--- src/rtl/core/bgip_pkg.sv ---
`default_nettype none

package bgip_pkg;

    // Table geometry.
    localparam int BRANCH_ENTRIES      = 128;
    localparam int BR_IW               = $clog2(BRANCH_ENTRIES);
    localparam int TRANSLATION_ENTRIES = 32;
    localparam int XL_IW               = $clog2(TRANSLATION_ENTRIES);
    localparam int FILTER_SLOTS        = 2048;
    localparam int FS_IW               = $clog2(FILTER_SLOTS);
    localparam int MAX_LOOKAHEAD       = 8;
    localparam int MAX_NEXTLINE        = 4;
    localparam int QDEPTH              = 2;
    localparam int Q_IW                = $clog2(QDEPTH);
    localparam int Q_CW                = $clog2(QDEPTH + 1);

    // Field widths.
    localparam int VB_W      = 42;
    localparam int PB_W      = 38;
    localparam int OFF_W     = 6;
    localparam int VPAGE_W   = VB_W - OFF_W;
    localparam int PPAGE_W   = PB_W - OFF_W;
    localparam int TAG_W     = 16;
    localparam int BTAG_LSB  = 17;
    localparam int FTAG_LSB  = 13;
    localparam int DELTA_W   = 8;
    localparam int CNT_W     = 4;
    localparam int DIFF_W    = VB_W + 2;

    // Multiplicative hash constant.
    localparam logic [63:0] GOLD = 64'h9E3779B97F4A7C15;

    // Result kinds.
    typedef enum logic [1:0] {
        KIND_PREFETCH = 2'd0,
        KIND_TGT_FILT = 2'd1,
        KIND_NL_FILT  = 2'd2,
        KIND_DONE     = 2'd3
    } t_kind;

    // Configuration register indexes.
    typedef enum logic [2:0] {
        CFG_FILTER_MODE     = 3'd0,
        CFG_LOOKAHEAD_DEPTH = 3'd1,
        CFG_NEXTLINE_COUNT  = 3'd2,
        CFG_CONFIDENCE_PCT  = 3'd3,
        CFG_DELTA_LIMIT     = 3'd4
    } t_cfg_idx;

    typedef struct packed {
        logic       filter_mode;
        logic [3:0] lookahead_depth;
        logic [2:0] nextline_count;
        logic [6:0] confidence_pct;
        logic [7:0] delta_limit;
    } t_cfg;

    // One queued input word.
    typedef struct packed {
        logic            op;
        logic [VB_W-1:0] vb;
        logic [PB_W-1:0] pb;
        logic [PB_W-1:0] ev;
    } t_item;

    // Branch table entry (the valid bit lives in flip-flops).
    typedef struct packed {
        logic [TAG_W-1:0]          tag;
        logic signed [DELTA_W-1:0] d0;
        logic signed [DELTA_W-1:0] d1;
        logic [CNT_W-1:0]          c0;
        logic [CNT_W-1:0]          c1;
        logic [FS_IW-1:0]          owned;
        logic                      has_owned;
    } t_bent;

    // Residency filter slot.
    typedef struct packed {
        logic             bit_set;
        logic [TAG_W-1:0] tag;
    } t_rent;

    // Two-delta saturating update of a branch entry.
    function automatic t_bent learn_update(t_bent e, logic signed [DELTA_W-1:0] d);
        t_bent                     r;
        logic signed [DELTA_W-1:0] td;
        logic [CNT_W-1:0]          tc;
        r = e;
        if (r.c0 != '0 && r.d0 == d) begin
            if (r.c0 != '1) r.c0 = r.c0 + 1'b1;
        end else if (r.c1 != '0 && r.d1 == d) begin
            if (r.c1 != '1) r.c1 = r.c1 + 1'b1;
        end else if (r.c0 == '0) begin
            r.d0 = d;
            r.c0 = CNT_W'(1);
        end else if (r.c1 == '0) begin
            r.d1 = d;
            r.c1 = CNT_W'(1);
        end else if (r.c0 <= r.c1) begin
            if (r.c0 == CNT_W'(1)) r.d0 = d;
            else r.c0 = r.c0 - 1'b1;
        end else begin
            if (r.c1 == CNT_W'(1)) r.d1 = d;
            else r.c1 = r.c1 - 1'b1;
        end
        if (r.c1 > r.c0) begin
            td   = r.d0;
            tc   = r.c0;
            r.d0 = r.d1;
            r.c0 = r.c1;
            r.d1 = td;
            r.c1 = tc;
        end
        return r;
    endfunction

endpackage

`default_nettype wire

--- src/rtl/core/bgip_front.sv ---
`default_nettype none

module bgip_front
    import bgip_pkg::*;
(
    input  wire logic            i_clk,
    input  wire logic            i_rst_n,
    input  wire logic            start,
    output logic                 busy,
    input  wire logic            i_op,
    input  wire logic [VB_W-1:0] i_virt_block,
    input  wire logic [PB_W-1:0] i_phys_block,
    input  wire logic [PB_W-1:0] i_evicted_block,
    input  wire logic            i_pop,
    output logic                 o_empty,
    output t_item                o_head
);

    // Short queue of input words between the front and the back.
    t_item           r_q [QDEPTH];
    logic [Q_IW-1:0] r_wp;
    logic [Q_IW-1:0] r_rp;
    logic [Q_CW-1:0] r_cnt;
    logic            w_push;
    logic            w_pop;
    t_item           w_item;

    // Classify: only the fields that the operation uses are kept.
    always_comb begin
        w_item    = '0;
        w_item.op = i_op;
        if (i_op) begin
            w_item.ev = i_evicted_block;
        end else begin
            w_item.vb = i_virt_block;
            w_item.pb = i_phys_block;
        end
    end

    assign busy    = (r_cnt == Q_CW'(QDEPTH));
    assign o_empty = (r_cnt == '0);
    assign w_push  = start && !busy;
    assign w_pop   = i_pop && !o_empty;
    assign o_head  = r_q[r_rp];

    always_ff @(posedge i_clk) begin
        if (!i_rst_n) begin
            r_wp  <= '0;
            r_rp  <= '0;
            r_cnt <= '0;
        end else begin
            if (w_push) begin
                r_q[r_wp] <= w_item;
                r_wp      <= (r_wp == Q_IW'(QDEPTH - 1)) ? '0 : r_wp + 1'b1;
            end
            if (w_pop) begin
                r_rp <= (r_rp == Q_IW'(QDEPTH - 1)) ? '0 : r_rp + 1'b1;
            end
            if (w_push && !w_pop) r_cnt <= r_cnt + 1'b1;
            else if (!w_push && w_pop) r_cnt <= r_cnt - 1'b1;
        end
    end

endmodule

`default_nettype wire

--- config.mk ---
export PLATFORM = sky130hd
export DESIGN_NAME = bgip_front
export DESIGN_NICKNAME = d
export VERILOG_FILES = /design/src/rtl/core/bgip_pkg.sv /design/src/rtl/core/bgip_front.sv
export SDC_FILE = /design/constraint.sdc
export NUM_CORES = 1
export LEC_CHECK = 0
export BUFFER_PORTS_ARGS = -buffer_cell sky130_fd_sc_hd__buf_2
export CAP_MARGIN = 20
export CORE_AREA = 2 2 204 206
export CTS_BUF_LIST = sky130_fd_sc_hd__clkbuf_8
export DETAILED_ROUTE_END_ITERATION = 10
export DIE_AREA = 0 0 206 208
export PLACE_DENSITY = 0.54
export SYNTH_ARGS = -nofsm -noshare
export SYNTH_HDL_FRONTEND = slang
export SYNTH_SLANG_ARGS = --single-unit
--- constraint.sdc ---
create_clock -name i_clk -period 15.95 [get_ports i_clk]
set_input_delay 3.19 -clock i_clk [delete_from_list [all_inputs] [get_ports i_clk]]
set_output_delay 3.19 -clock i_clk [all_outputs]
set_load 0.1 [all_outputs]
### Word-level counts from Yosys, hierarchy flattened

Memory sizes are Yosys's and may differ from the RTL's. A register that Yosys moved wholly into a read port is not among the register bits.
Cells that the tools add are included.

| storage, ports and cells | value |
|---|---|
| register bits | 4 |
| memory bits (writable) | 238 |
| input port bits | 123 |
| output and inout bits | 121 |
| word-level logic and storage cells | 30 |
| memories kept | 1 |

| cells by class | value |
|---|---|
| add/sub/neg operators | 4 |
| equal/unequal tests | 1 |
| multiplexer cells | 11 |
| reduce and logical (&&, ||, !) cells | 10 |

Memory list:

| memory | depth | bits a word | read ports | clocked after memory_dff | write ports | RTL line | source |
|---|---|---|---|---|---|---|---|
| r_q | 2 | 119 | 1 | 1 | 1 | bgip_front.sv:20 | `t_item r_q [QDEPTH];` |

Operators by type and width:

| kind | count |
|---|---|
| $mux W80 | 1 |
| $mux W38 | 1 |
| $mux W1 | 7 |
| $logic_and A1 B1 Y1 | 4 |
| $logic_not A1 Y1 | 4 |
| $mux W2 | 2 |
| $add A1 B1 Y1 const B | 2 |
| $add A2 B1 Y2 const B | 1 |
| $eq A2 B2 Y1 const B | 1 |
| $logic_not A2 Y1 | 1 |
| $reduce_bool A2 Y1 | 1 |
| $sub A2 B1 Y2 const B | 1 |

### Logic depth before layout (Yosys ltp)

Gate-level depths: netlist (run 1).

| logic depth | value |
|---|---|
| word-level depth | 7 |
| mapped depth | 6 |
| gate-level depth less buffers | 6 |

### Least setup slack after synthesis (run 1)

No wires, ideal clock.

| path | value |
|---|---|
| kind | in2reg |
| start point | input start |
| end point | memory r_q[0][0] (netlist bit) (enable) |
| setup time | 0.931 ns |
| arrival time | 15.439 ns |
| data required time | 15.019 ns |
| setup slack | -0.420 ns |
| cell stages on the path | 2 |
| buffers on the path | 0 |
| cell sequence | inv_1 -> nor4b_1 |

| between the ends | value |
|---|---|
| cells in the longest elaborated chain, start to end | 4 |

Ends and longest elaborated chain:

| item | RTL line | source |
|---|---|---|
| start: declaration | bgip_front.sv:8 | `input wire logic start,` |
| $logic_and A1 B1 Y1 | bgip_front.sv:42 | `assign w_push = start && !busy;` |
| $mux W1 | bgip_front.sv:52 | `if (w_push) begin` |
| $mux W1 | bgip_front.sv:47 | `if (!i_rst_n) begin` |
| $mux W1 (not written as such) | bgip_front.sv:53 | `r_q[r_wp] <= w_item;` |
| end: declaration | bgip_front.sv:20 |  |

No other way between the ends.

==> impl_metrics.csv, run 1 <==
group,metric,value,unit
synth,yosys.cell_types.count,20,
pwr,clockPowerShare,0.233,
clock_tree,path_clk_slew,0.06,ns
timing,slew_violations,0,
synth,synth_most_common_cell,"edfxtp_1",
pwr,power.total,2.25,mW
grt,grt_use_met1,0.114,
routing,viasPerCell,3.93,
min_path,min_from,"r_cnt[1]$_SDFFE_PN0P_",
synth,syn-num-nets,650,
floorplanning,dieArea,42800,sq um
routing,drtIter0Drc,169,
routing,wl,21700,microns
clock_tree,clock_tree.root_cell,"clkbuf_8",
pwr,combPwrFrac,0.415,
timing,rsz0062_at_grt,"no",
timing,whs,0.536,ns
clock_tree,worstSkewPairLatency,0.56,ns
floorplanning,rows,74,
routing,drcViolationCount,0,
clock_tree,ctsHoldBuffers,0,
synth,syn_area,9610,sq um
min_path,hold_class,"reg -> reg",
synth,yosys_warnings,0,
pwr,switching_power,1.04,mW
pwr,sw_frac_of_total,0.460,
floorplanning,die_h,208,microns
grt,antenna_found_initial,0,
grt,overflow,0,
synth,synth-seq-cells,243,
placed_design,gp_congestion,0.709,
worst_setup_path,worstPathArrival,2.99,ns
grt,grt_max_degree,74,
grt,grt_busiest_layer,"met2",
worst_setup_path,r2r-start,"r_cnt[0]$_SDFFE_PN0P_",
pwr,vdd.ir_drop.worst,0.104,mV
min_path,min_path_cells,2,
synth,synth_area_leaders,"edfxtp_1, mux2_2, nor2b_1",
timing,post-route-period-util,0.388,
routing,postRouteAntennaNets,0,
timing,finalWorstSetupSlack,9.77,ns
clock_tree,numCtsBuffers,43,
worst_setup_path,crit_type,"reg -> out",
timing,clock.fmax,162,MHz
timing,finalSetupViolations,0,
placed_design,hpwlAfterDp,13300,microns
run_status,status,"complete, no violations",
worst_setup_path,worst_path_largest_cell_delay,0.78,ns
worst_setup_path,r2r_end,"r_q[0][26]$_DFFE_PP_",
floorplanning,dieWidth,206,microns
worst_setup_path,path_buf_inv,3,
grt,grt_use_met2,0.167,
placed_design,dpl_cell_area,11400,sq um
timing,hold_viol,0,
synth,async_flop_share,0,
run,drv_cap,0,
timing,post-route-min-period,6.18,ns
synth,synth.top_cell.area_share,0.744,
clock_tree,post_cts_buffers,0,
timing,relSlewSlack,0.384,
placed_design,io_buffers,243,
clock_tree,clockBufferDepth,3,
clock_tree,cts_tree,"done",
grt,first_global_vias,5868,
grt,grt_usage,0.0992,
grt,use_met3,0.0287,
clock_tree,cts.sinks,243,
floorplanning,core,40600,sq um
worst_setup_path,crit_family,"buffers and inverters",
timing,final.setup_skew,0.00971,ns
routing,vias,5349,
clock_tree,ctsResizeCount,0,
pwr,pwr-share-seq,0.352,
worst_setup_path,crit_chain,"buf_4 -> buf_12 -> mux2_2 -> buf_2",
synth,avgSynthCellArea,18.3,sq um
placed_design,pre_cts_ws,10.10,ns
min_path,min_to,"r_cnt[1]$_SDFFE_PN0P_",
timing,tns,0,ns
clock_tree,htree_levels,2,
worst_setup_path,cp_slowest_cell,"dfxtp_4",
worst_setup_path,reg2reg_depth,3,
pwr,pwr_density_cell,184,nW/um^2
synth,synth_flop_cell,"edfxtp_1",
layout,drive_gt1_frac,0.512,
worst_setup_path,cp-end-kind,"output port",
synth,ys_seq_area_frac,0.754,
layout,stdcell_area,12200,sq um
grt,grt_pass1_wl,32100,microns
routing,routedWlPerCell,15.9,microns
synth,synthTopCellsByCount,"edfxtp_1, mux2_2, nor2b_1",
layout,finalNetCount,919,
synth,synth_top_area_cell,"edfxtp_1",
worst_setup_path,critPathMaxFanout,47,
timing,worstMarginPinSlew,0.920,ns
synth,synth_edf_count,238,
synth,syn-instance-count,526,
layout,area_growth_syn_to_layout,27.1,%
floorplanning,initial_core_util,0.237,
worst_setup_path,required,12.76,ns
worst_setup_path,r2r_setup_slack,13.38,ns
floorplanning,num_io_pins,244,
pwr,p_int,1.22,mW
pwr,p_leak,4.52,nW
routing,drt_first_pass_iters,4,
worst_setup_path,cp-start-kind,"flip-flop",
==> registers in the layout (all words and copies together), names as in the netlist, named ones only <==
| register | cells |
|---|---|
| r_cnt | 2 |
| r_q | 238 |
| r_rp | 1 |
| r_wp | 1 |
==> area by class of cell <==
type / instances / area (sq um)
Fill cell: 4160 / 28300
Sequential cell: 243 / 7250
Multi-Input combinational cell: 256 / 2230
Timing Repair Buffer: 250 / 1280
Tap cell: 532 / 666
Clock buffer: 45 / 619
Clock inverter: 33 / 156
Inverter: 1 / 3.75
Antenna cell: 1 / 2.50
==> logic make-up (layout without fill, tap and decap cells) <==
kind of cell             Yosys count  after routing  share of synthesized area
AO/OA/AOI/OAI                      5              5                    0.00312
XOR/XNOR                           3              3                    0.00274
adder cells (fa/ha/maj)            1              1                    0.00130
buffers and inverters             27            329                     0.0156
flip-flops                       243            243                      0.754
multiplexers                     119            119                      0.139
other                              0              1                          0
AND/OR/NAND/NOR                  128            128                     0.0834
==> worst register-to-register path: cells and delay by family (launching register included) <==
family	cells	cell delay (ns)
and+or+nand+nor	2	0.89
DFF	1	0.43
buffers and inverters	1	0.78
==> per-layer routing <==
layer | vias to the layer above | wire, microns
met5 | - | 0
met4 | 0 | 723
met3 | 46 | 1460
met2 | 166 | 10400
met1 | 2630 | 9140
li1 | 2507 | -
==> power by group through the flow <==
stage          clock (mW)  combinational [mW]  sequential, mW
3_5_place_dp            0               0.940           0.808
2_1_floorplan           0               0.823           0.792
4_1_cts             0.553               0.942           0.795
3_3_place_gp            0               0.941           0.805
6_report            0.524               0.934           0.792
5_1_grt             0.578               0.967           0.800
==> cell usage in the layout (no fill, tap or decap), types with 2 or more instances in the layout <==
cell,n
or3_1,2
edfxtp_1,238
mux2_2,119
buf_2,242
buf_4,7
nor2_1,2
inv_1,18
nor2b_1,80
dfxtp_1,4
xnor2_1,2
and2_1,41
clkinv_2,5
clkbuf_8,45
o21ai_0,2
clkinv_1,10
a21boi_1,2
==> through the flow <==
| stage | std cells | util |
|---|---|---|
| 2_1_floorplan | 526 | - |
| 6_report | 1361 | 0.301 |
| 4_1_cts | 1359 | 0.301 |
| 5_1_grt | 1360 | 0.301 |
| 3_5_place_dp | 1281 | 0.281 |
| 3_3_place_gp | 1281 | 0.281 |
==> worst max path at each step <==
stage / cells past startpoint / from / slack [ns] / end
after detailed placement: 3 / flip-flop / 10.10 / o_head[104]
final: 4 / flip-flop / 9.77 / o_head[104]
after floorplan: 2 / start / 5.59 / r_q[0][0]$_DFFE_PP_
after global placement: 3 / flip-flop / 10.10 / o_head[104]
after CTS: 3 / flip-flop / 9.44 / o_head[104]
after global routing: 4 / flip-flop / 9.50 / o_head[104]
(Power assumes the default switching activity.)
==> run 2, diff against run 1 <==
--- a/config.mk
+++ b/config.mk
@@ -11,7 +11,7 @@
 export CTS_BUF_LIST = sky130_fd_sc_hd__clkbuf_8
 export DETAILED_ROUTE_END_ITERATION = 10
 export DIE_AREA = 0 0 206 208
-export PLACE_DENSITY = 0.54
+export PLACE_DENSITY = 0.53
 export SYNTH_ARGS = -nofsm -noshare
 export SYNTH_HDL_FRONTEND = slang
 export SYNTH_SLANG_ARGS = --single-unit
==> constraint.sdc (replaced) <==
create_clock -name i_clk -period 6.4 [get_ports i_clk]
set_input_delay 1.28 -clock i_clk [delete_from_list [all_inputs] [get_ports i_clk]]
set_output_delay 1.28 -clock i_clk [all_outputs]
set_load 0.1 [all_outputs]
==> impl_metrics.csv, run 2 (synthesis results as in run 1) <==
group,metric,value,unit
layout,reg.largest.list,"r_q x238, r_cnt x2",
clock_tree,post_cts_buffers,0,
layout,num_antenna_cells,0,
worst_setup_path,r2r-start,"r_cnt[0]$_SDFFE_PN0P_",
timing,clock.fmax,257,MHz
worst_setup_path,crit_type,"reg -> out",
timing,worstMarginPinSlew,0.915,ns
grt,grt_use_met2,0.157,
pwr,pwr_density_cell,465,nW/um^2
pwr,p_int,3.11,mW
timing,post-route-min-period,3.90,ns
layout,largest_reg_flops,238,
pwr,switching_power,2.59,mW
clock_tree,cts_tree,"done",
timing,final.setup_skew,0.0147,ns
routing,vias,5342,
worst_setup_path,cp_slowest_cell,"dfxtp_4",
clock_tree,numCtsBuffers,43,
clock_tree,ctsHoldBuffers,0,
routing,drtIter0Drc,171,
routing,routedWlPerCell,15.8,microns
placed_design,io_buffers,243,
grt,grt_use_met1,0.114,
clock_tree,clock_tree.root_cell,"clkbuf_8",
clock_tree,worstSkewPairLatency,0.58,ns
timing,hold_viol,0,
layout,final_common_cell,"buf_2",
placed_design,post-place-cells,1279,
pwr,clockPowerShare,0.246,
clock_tree,path_clk_slew,0.06,ns
routing,wl,21500,microns
worst_setup_path,worst_path_largest_cell_delay,0.87,ns
timing,whs,0.528,ns
floorplanning,num_io_pins,244,
layout,finalNetCount,916,
timing,tns,0,ns
routing,drt_first_pass_iters,4,
min_path,min_to,"r_cnt[1]$_SDFFE_PN0P_",
layout,fillers,4137,
floorplanning,dieArea,42800,sq um
layout,stdcell_count,1354,
timing,post-route-period-util,0.609,
worst_setup_path,crit_chain,"buf_12 -> mux2_2 -> buf_2",
run_status,status,"complete, no violations",
layout,fin_util,0.302,
placed_design,gp_congestion,0.704,
pwr,pwr-share-seq,0.348,
clock_tree,ctsResizeCount,0,
floorplanning,core,40600,sq um
routing,viasPerCell,3.95,
pwr,power.total,5.70,mW
floorplanning,dieWidth,206,microns
min_path,min_path_cells,2,
grt,antenna_found_initial,1,
min_path,hold_class,"reg -> reg",
routing,postRouteAntennaNets,0,
grt,grt_pass1_wl,31600,microns
worst_setup_path,required,5.12,ns
worst_setup_path,cp-end-kind,"output port",
grt,first_global_vias,5617,
grt,grt_usage,0.0975,
grt,use_met3,0.0360,
floorplanning,initial_core_util,0.237,
worst_setup_path,r2r_end,"r_q[1][91]$_DFFE_PP_",
placed_design,hpwlAfterDp,12900,microns
layout,largest_register,"r_q",
pwr,sw_frac_of_total,0.454,
floorplanning,die_h,208,microns
clock_tree,clockBufferDepth,3,
timing,rsz0062_at_grt,"no",
timing,finalSetupViolations,0,
pwr,p_leak,4.52,nW
grt,grt_max_degree,120,
timing,relSlewSlack,0.390,
run,drv_cap,0,
floorplanning,rows,74,
worst_setup_path,r2r_setup_slack,4.05,ns
clock_tree,htree_levels,2,
pwr,combPwrFrac,0.406,
grt,overflow,0,
worst_setup_path,critPathMaxFanout,65,
grt,grt_busiest_layer,"met2",
clock_tree,cts.sinks,243,
worst_setup_path,cp-start-kind,"flip-flop",
layout,drive_gt1_frac,0.517,
routing,drcViolationCount,0,
pwr,vdd.ir_drop.worst,0.307,mV
timing,slew_violations,0,
worst_setup_path,worstPathArrival,2.62,ns
layout,area_growth_syn_to_layout,27.6,%
layout,layout_common_cells,"buf_2, edfxtp_1, mux2_2",
min_path,min_from,"r_cnt[1]$_SDFFE_PN0P_",
worst_setup_path,reg2reg_depth,4,
-- run 2: cell types whose count changed in the layout (fill, tap and decap cells not counted) --
cell / delta
buf_12: +2
buf_4: -5
bufinv_16: +2
clkinv_1: -4
clkinvlp_4: +1
diode_2: -1
inv_1: -3
inv_6: +1
-- run 2: final cells by class --
cell class	count	area (sq um)	area share
clock buffer	45	619	0.0505
clock inverter	30	206	0.0168
inverter	1	3.75	0.000306
multi-input combinational	256	2230	0.182
sequential	243	7250	0.591
tap	532	666	0.0543
timing repair buffer	247	1290	0.105
-- run 2: routing by layer --
layer	vias up	routed length [microns]
li1	2501	-
met1	2613	8970
met2	176	10100
met3	50	1620
met4	2	712
met5	-	13
-- run 2: worst max-delay path by stage --
| stage | startpoint | to | slack (ns) |
|---|---|---|---|
| after global placement | flip-flop | o_head[62] | 3.02 |
| after global routing | flip-flop | o_head[15] | 2.30 |
| final | flip-flop | o_head[21] | 2.50 |
| after floorplan | start | r_q[0][0]$_DFFE_PP_ | 0.76 |
| after CTS | flip-flop | o_head[62] | 2.35 |
| after detailed placement | flip-flop | o_head[62] | 3.01 |
-- run 2: worst max-delay path: cells and delay by family, from the launching register on --
kind,cells,cell delay (ns)
buf+inv,2,0.68
flops,1,0.87
mux,1,0.40
-- run 2: power groups by stage --
stage                     combinational (mW)  clock (mW)  sequential, mW
after CTS                               2.34        1.48            1.99
after detailed placement                2.33           0            2.02
final                                   2.31        1.40            1.98
after floorplan                         2.05           0            1.97
after global routing                    2.39        1.53            2.00
after global placement                  2.32           0            2.02
-- run 2: stage by stage --
stage	area [sq um]	setup WS [ns]
2_1_floorplan	9620	0.757
3_3_place_gp	11400	3.02
3_5_place_dp	11400	3.01
4_1_cts	12300	2.35
5_1_grt	12300	2.30
6_report	12300	2.50
==> run 3, diff against run 2 <==
==> constraint.sdc (replaced) <==
create_clock -name i_clk -period 4 [get_ports i_clk]
set_input_delay 0.8 -clock i_clk [delete_from_list [all_inputs] [get_ports i_clk]]
set_output_delay 0.8 -clock i_clk [all_outputs]
set_load 0.1 [all_outputs]
==> impl_metrics.csv, run 3 (synthesis results as in run 1) <==
group,metric,value,unit
run_status,status,"complete, no violations",
grt,first_global_vias,5828,
clock_tree,worstSkewPairLatency,0.56,ns
layout,stdcell_area,12400,sq um
worst_setup_path,required,3.20,ns
floorplanning,core,40600,sq um
placed_design,post-place-cells,1282,
clock_tree,post_cts_buffers,0,
layout,largest_register,"r_q",
min_path,hold_class,"in -> reg",
clock_tree,path_clk_slew,0.05,ns
clock_tree,numCtsBuffers,44,
timing,clock.fmax,317,MHz
clock_tree,htree_levels,2,
timing,slew_violations,0,
routing,drt_first_pass_iters,4,
routing,viasPerCell,3.95,
timing,relSlewSlack,0.594,
layout,drive_gt1_frac,0.520,
routing,vias,5377,
worst_setup_path,cp-end-kind,"output port",
routing,drtIter0Drc,189,
pwr,power.total,9.18,mW
pwr,p_leak,4.56,nW
timing,post-route-min-period,3.16,ns
routing,postRouteAntennaNets,0,
grt,grt_max_degree,83,
floorplanning,rows,74,
worst_setup_path,worstPathArrival,2.36,ns
pwr,pwr_density_cell,743,nW/um^2
routing,wl,22300,microns
layout,finalNetCount,920,
clock_tree,clockBufferDepth,3,
placed_design,hpwlAfterDp,13500,microns
worst_setup_path,critPathMaxFanout,48,
clock_tree,cts.sinks,243,
grt,antenna_found_initial,4,
worst_setup_path,cp-start-kind,"flip-flop",
timing,rsz0062_at_grt,"no",
layout,final_common_cell,"buf_2",
layout,reg.largest.list,"r_q x238, r_cnt x2",
floorplanning,dieArea,42800,sq um
grt,overflow,0,
placed_design,pre_cts_ws,1.36,ns
layout,largest_reg_flops,238,
floorplanning,die_h,208,microns
clock_tree,cts_tree,"done",
grt,grt_usage,0.102,
placed_design,io_buffers,243,
min_path,min_from,"i_rst_n",
floorplanning,initial_core_util,0.237,
clock_tree,ctsHoldBuffers,0,
timing,final.setup_skew,0.00884,ns
placed_design,gp_congestion,0.706,
layout,layout_common_cells,"buf_2, edfxtp_1, mux2_2",
placed_design,dpl_cell_area,11500,sq um
floorplanning,dieWidth,206,microns
timing,finalWorstSetupSlack,0.841,ns
routing,drcViolationCount,0,
layout,stdcell_count,1361,
worst_setup_path,crit_type,"reg -> out",
timing,hold_viol,0,
timing,post-route-period-util,0.790,
pwr,vdd.ir_drop.worst,0.606,mV
run,drv_cap,0,
floorplanning,num_io_pins,244,
timing,worstMarginPinSlew,0.609,ns
timing,finalSetupViolations,0,
clock_tree,clock_tree.root_cell,"clkbuf_8",
worst_setup_path,r2r-start,"r_cnt[0]$_SDFFE_PN0P_",
timing,whs,0.536,ns
routing,routedWlPerCell,16.4,microns
clock_tree,ctsResizeCount,0,
layout,area_growth_syn_to_layout,28.7,%
grt,grt_pass1_wl,32600,microns
[run 3: path summary, 6_finish.rpt]
kind,slack [ns],cells after the start,to
max,0.84,3,o_head[98]
min reg2reg,0.55,2,r_wp$_SDFFE_PN0P_
min,0.54,2,r_cnt[0]$_SDFFE_PN0P_
max reg2reg,2.00,4,r_q[1][94]$_DFFE_PP_
[run 3: per-layer routing]
layer | share of wire | global-route usage | vias to the layer above
li1 | - | - | 2513
met1 | 0.40 | 0.114 | 2637
met2 | 0.48 | 0.169 | 177
met3 | 0.085 | 0.0437 | 46
met4 | 0.028 | 0.0401 | 4
met5 | 0.0012 | 0 | -
[run 3: through the flow]
step / util / setup TNS (ns)
detailed placement: 0.284 / 0
global placement: 0.284 / 0
CTS: 0.305 / 0
floorplan: - / -132.42
global route: 0.305 / 0
finish: 0.305 / 0
[run 3: layout make-up]
class                   count  area [sq um]
fillers                  4131         28200
flip-flops and latches    243          7250
multi-input cells         256          2230
repair buffers            250          1350
well taps                 532           666
clock buffers              47           647
clock inverters            30           199
inverters                   1          16.3
diodes                      2          5.00
[run 3: worst max-delay path, stage by stage, from the launching register on]
cell and delay (ns):
dfxtp_4 0.72, buf_12 0.34, mux2_2 0.39, buf_2 0.30
[run 3: report_power, final]
group / switching, mW / internal, mW
sequential: 0.117 / 3.04
combinational: 3.02 / 0.725
clock: 1.01 / 1.27
total: 4.15 / 5.03
